**src/rtl/core/ckrt_pkg.sv**
```systemverilog
// Package for the compacting keyed record table.
// Holds table sizes, field widths, request and status codes, and the command struct.
// Used by ckrt_ctrl, ckrt_datapath and compacting_keyed_record_table.
package ckrt_pkg;

    localparam int TABLE_DEPTH = 64;
    localparam int IDX_W       = (TABLE_DEPTH > 1) ? $clog2(TABLE_DEPTH) : 1;
    localparam int CNT_W       = $clog2(TABLE_DEPTH + 1);

    localparam int REQ_W       = 2;
    localparam int KEY_W       = 32;
    localparam int VALUE_W     = 64;
    localparam int STATUS_W    = 2;
    localparam int FIDX_W      = 6;
    localparam int FILL_W      = 7;

    localparam int S_TDATA_W   = ((KEY_W + VALUE_W + 7) / 8) * 8;
    localparam int M_PAYLOAD_W = VALUE_W + FIDX_W + FILL_W;
    localparam int M_TDATA_W   = ((M_PAYLOAD_W + 7) / 8) * 8;
    localparam int S_TUSER_W   = REQ_W;
    localparam int M_TUSER_W   = STATUS_W;

    typedef enum logic [REQ_W-1:0] {
        REQ_INSERT = 2'd0,
        REQ_LOOKUP = 2'd1,
        REQ_UPDATE = 2'd2,
        REQ_DELETE = 2'd3
    } req_type_t;

    typedef enum logic [STATUS_W-1:0] {
        ST_OK        = 2'd0,
        ST_NOT_FOUND = 2'd1,
        ST_DUPLICATE = 2'd2,
        ST_FULL      = 2'd3
    } status_t;

    typedef struct packed {
        logic capture;
        logic select;
        logic execute;
    } ckrt_cmd_t;

endpackage

```
**src/rtl/core/ckrt_ctrl.sv**
```systemverilog
// Controller for the compacting keyed record table.
// Sequences capture/match, hit select and execute; owns the result valid flag.
// Depends on ckrt_pkg.
module ckrt_ctrl (
    input  logic               clk,
    input  logic               rst_n,
    input  logic               s_tvalid,
    output logic               s_tready,
    output logic               m_tvalid,
    input  logic               m_tready,
    output ckrt_pkg::ckrt_cmd_t cmd
);

    typedef enum logic [1:0] {
        S_IDLE,
        S_SELECT,
        S_EXEC
    } state_t;

    state_t state_reg;
    state_t state_next;
    logic   m_tvalid_reg;
    logic   m_tvalid_next;

    assign s_tready    = (state_reg == S_IDLE);
    assign m_tvalid    = m_tvalid_reg;

    assign cmd.capture = s_tvalid && (state_reg == S_IDLE);
    assign cmd.select  = (state_reg == S_SELECT);
    assign cmd.execute = (state_reg == S_EXEC) && (!m_tvalid_reg || m_tready);

    always_comb
    begin
        state_next    = state_reg;
        m_tvalid_next = m_tvalid_reg;
        if (m_tvalid_reg && m_tready)
        begin
            m_tvalid_next = 1'b0;
        end
        case (state_reg)
            S_IDLE:
            begin
                if (s_tvalid)
                begin
                    state_next = S_SELECT;
                end
            end
            S_SELECT:
            begin
                state_next = S_EXEC;
            end
            S_EXEC:
            begin
                if (!m_tvalid_reg || m_tready)
                begin
                    state_next    = S_IDLE;
                    m_tvalid_next = 1'b1;
                end
            end
            default:
            begin
                state_next = S_IDLE;
            end
        endcase
    end

    always_ff @(posedge clk or negedge rst_n)
    begin
        if (!rst_n)
        begin
            state_reg    <= S_IDLE;
            m_tvalid_reg <= 1'b0;
        end
        else
        begin
            state_reg    <= state_next;
            m_tvalid_reg <= m_tvalid_next;
        end
    end

endmodule

```
**config.mk**
```make
export PLATFORM = sky130hd
export DESIGN_NAME = ckrt_ctrl
export DESIGN_NICKNAME = d
export VERILOG_FILES = /design/src/rtl/core/ckrt_pkg.sv /design/src/rtl/core/ckrt_ctrl.sv
export SDC_FILE = /design/constraint.sdc
export NUM_CORES = 1
export LEC_CHECK = 0
export BUFFER_PORTS_ARGS = -buffer_cell sky130_fd_sc_hd__buf_4
export CAP_MARGIN = 5
export CORE_AREA = 2 2 39 41
export CTS_BUF_LIST = sky130_fd_sc_hd__clkbuf_2
export DETAILED_ROUTE_END_ITERATION = 12
export DIE_AREA = 0 0 41 43
export GPL_TIMING_DRIVEN = 0
export PLACE_DENSITY = 0.3
export SYNTH_ARGS = -nofsm -noshare
export SYNTH_HDL_FRONTEND = slang
export SYNTH_SLANG_ARGS = --single-unit
```
**constraint.sdc**
```tcl
create_clock -name clk -period 2 [get_ports clk]
set_input_delay 0.6 -clock clk [delete_from_list [all_inputs] [get_ports clk]]
set_output_delay 0.6 -clock clk [all_outputs]
set_load 0.01 [all_outputs]
```
### Word-level counts from Yosys, hierarchy flattened

Index checks and enable logic that the tools add are counted.

| cells by class | value |
|---|---|
| $add $sub $neg | 0 |
| $lt $le $gt $ge | 0 |
| div/mod/pow operators | 0 |
| mux-type cells | 6 |
| shifts and indexed selects | 0 |
| eq/ne operators | 4 |
| multiply operators | 0 |
| reduce and logical (&&, ||, !) cells | 7 |
| bitwise operators | 0 |

Operators by type and width:

| cell | number |
|---|---|
| case mux 2 bit (3 select lines) | 1 |
| two-way mux 2 bit | 2 |
| logical AND 1 bit | 3 |
| two-way mux 1 bit | 3 |
| equality test 2 x 1 -> 1 bit, second input constant | 1 |
| equality test 2 bit, second input constant | 1 |
| zero test 2 bit | 1 |
| != test 2 x 1 -> 1 bit, second input constant | 1 |
| != test 2 bit, second input constant | 1 |
| AND reduction 2 bit | 1 |
| zero test 1 bit | 1 |
| logical OR 1 bit | 1 |

| word-level totals | value |
|---|---|
| output and inout bits | 5 |
| memory bits (read-only) | 0 |
| bits in latches | 0 |
| register bits after elaboration | 3 |
| logic and storage cells | 19 |
| memories kept | 0 |
| memory bits (writable) | 0 |
| bits of input ports | 4 |

### Logic depth before layout (Yosys ltp)

| logic depth | value |
|---|---|
| depth after elaboration | 4 |
| depth in mapped cells | 2 |
| gate-level depth less buffers | 2 |

### Worst setup path before layout

OpenSTA, ideal clock, no wires.

| path | value |
|---|---|
| path type | input to output |
| from | input m_tready |
| to | output cmd[0] (netlist bit) |
| data required time | 1.400 ns |
| data arrival time | 0.926 ns |
| stages | 2 |
| path buffers | 0 |
| setup slack | 0.474 ns |
| cells stage by stage | nand2b_1 -> nor2b_1 |

RTL lines:

| item | RTL line | source |
|---|---|---|
| start: declaration | ckrt_ctrl.sv:10 | `input logic m_tready,` |
| end: declaration | ckrt_ctrl.sv:11 | `output ckrt_pkg::ckrt_cmd_t cmd` |

==> flow_summary.ini <==
[run_status]
status = complete, no violations

[die]
fp.dieArea_um2 = 1760
dieHeight_um = 43
die_w_um = 41
placementRows = 14
core_area_um2 = 1380
start_util_pct = 9.58
io_pins = 9

[detailed_routing]
vias_per_cell = 3.05
drt-total-wl_um = 310
vias = 122
drc = 0
drt_iter0_markers = 3
post_drt_wl_per_cell_um = 7.75
ant_nets = 0
drt_pre_antenna_iters = 2

[synthesis]
postSynthNetCount = 16
yosysMostFrequentCell = dfrtp_1
synth_edf_count = 0
synth_cell_type_count = 8
ys_seq_elements = 3
async_reset_ff_share_pct = 100
syn_avg_cell_area_um2 = 11.1
ys_top_cells_by_area = dfrtp_1 57%, and2_1 9.4%, nand2b_1 9.4%
seq_area_frac_synth_pct = 56.6
postSynthCellCount = 12
synth.largest_area_cell = dfrtp_1
synth_area_um2 = 133
synth_top_area_share_pct = 56.6
yosysWarningCount = 0
ys_dominant_reg_cell = dfrtp_1
netlist_top_cells_count = 3 x dfrtp_1, 2 x and2_1, 2 x nand2b_1

[worst_setup_path]
cp.arrival_ns = 1.14
crit_chain = buf_4 -> nand2b_1 -> nor2b_1 -> buf_4
max_stage_delay_ns = 0.16
crit_type = in2out
worstPathMaxFanout = 3
rrSetupSlack_ns = 1.19
crit_path_end_kind = primary output
path_common_cell = buf_4
cp_slowest_cell = nand2b_1
required_ns = 1.40
critPathLaunchType = primary input

[cts]
cts_tree = done
htree_levels = 1
postCtsSetupBuffers = 0
cts_made_buffers = 3
cts_buffer_depth = 2
cts_hold_buf = 0
path_clk_slew_ns = 0.05
clk_latency_ns = 0.21
cts.sinks = 3
ctsRootBufferMaster = clkbuf_2
cts_resized = 0

[sta]
maxSlewHeadroom_pct = 90.9
fin_crit_ns = 1.74
worst_pin_slew_ns = 0.137
post-route-period-util_pct = 86.8
fin_skew_ns = 0.00100
setup_tns_ns = 0
setup_ws_ns = 0.264
rsz0062_at_grt = no
fin_hold_ws_ns = 0.170
maxSlewViolCount = 0
max_freq_ghz = 0.576
hold_viol = 0
finalSetupViolations = 0

[final_layout]
stdcell_area_um2 = 233
multi_input_area_um2 = 57.6
fillers = 158
seq_area_um2 = 75.1
diodes = 0
layout-drive-gt1-share_pct = 58.3
largest_reg_flops = 2
syn_to_final_growth_pct = 75.5
fin_nets = 29

[global_route]
grt_overflow = 0
grt_pass1_vias = 133
grt_max_degree = 4
antenna_found_initial = 0
grt_usage_pct = 5.54
grt_pass1_wl_um = 503

[place]
post-place-ws_ns = 0.260
hpwl_um = 226
placed_area_um2 = 213
gp_congestion = 0.637
io_buffers = 8

[power]
cellLeakagePower_nw = 0.119
vdd_drop_max_uv = 336
power_density_nw_per_um2 = 1280

[run]
cap_violations = 0

[min_path]
min_path_type = in2async
[layout by cell type (no fill, tap or decap), drive strengths merged]
cell type  instances
o21bai             1
buf                8
dfrtp              3
nand2b             2
nor2               1
nand2              1
and2               2
clkbuf             4
nor2b              2
[layout make-up]
| cell class | instances | area share [%] |
|---|---|---|
| Clock buffer | 4 | 8.60 |
| Sequential cell | 3 | 32.3 |
| Tap cell | 16 | 8.60 |
| Timing Repair Buffer | 8 | 25.8 |
| Multi-Input combinational cell | 9 | 24.7 |
[metal layers]
metal,routed length (um),vias to the layer above,GRT usage [%],share of wire [%]
met5,0,-,0,0
met1,148,53,4.87,48
met2,105,8,5.00,34
met3,56,0,7.85,18
li1,-,61,-,-
met4,0,0,6.00,0
[stage by stage]
step,utilization (%),power [W],std cells
after floorplan,-,0.000150,12
after global placement,15.4,0.000211,36
after detailed placement,15.4,0.000211,36
after CTS,16.8,0.000305,40
after global routing,16.8,0.000325,40
final,16.8,0.000297,40
[worst max-delay path, delay by kind of cell]
kind | cells | cell delay, ns
buf+inv | 2 | 0.24
simple gates | 2 | 0.30
[cells by family after synthesis]
| group | share of synthesized area, % |
|---|---|
| DFF | 56.6 |
| AOI/OAI and AO/OA | 5.66 |
| and+or+nand+nor | 37.7 |
[path summary, 6_finish.rpt]
kind                         startpoint            to  cells past startpoint
min in group clk               m_tvalid      m_tvalid                      2
max in group asynchronous         rst_n  state_reg[0]                      1
setup / recovery               m_tready        cmd[0]                      4
hold reg to reg                m_tvalid      m_tvalid                      2
setup reg to reg           state_reg[0]  state_reg[1]                      2
hold / removal                    rst_n  state_reg[1]                      1
[power breakdown]
group | leakage, nW | internal [W] | switching, W
sequential | 0.0384 | 0.0000802 | 0.0000147
combinational | 0.0637 | 0.0000633 | 0.0000501
clock | 0.0166 | 0.0000528 | 0.0000363
total | 0.119 | 0.000196 | 0.000101
(Power assumes the default switching activity.)
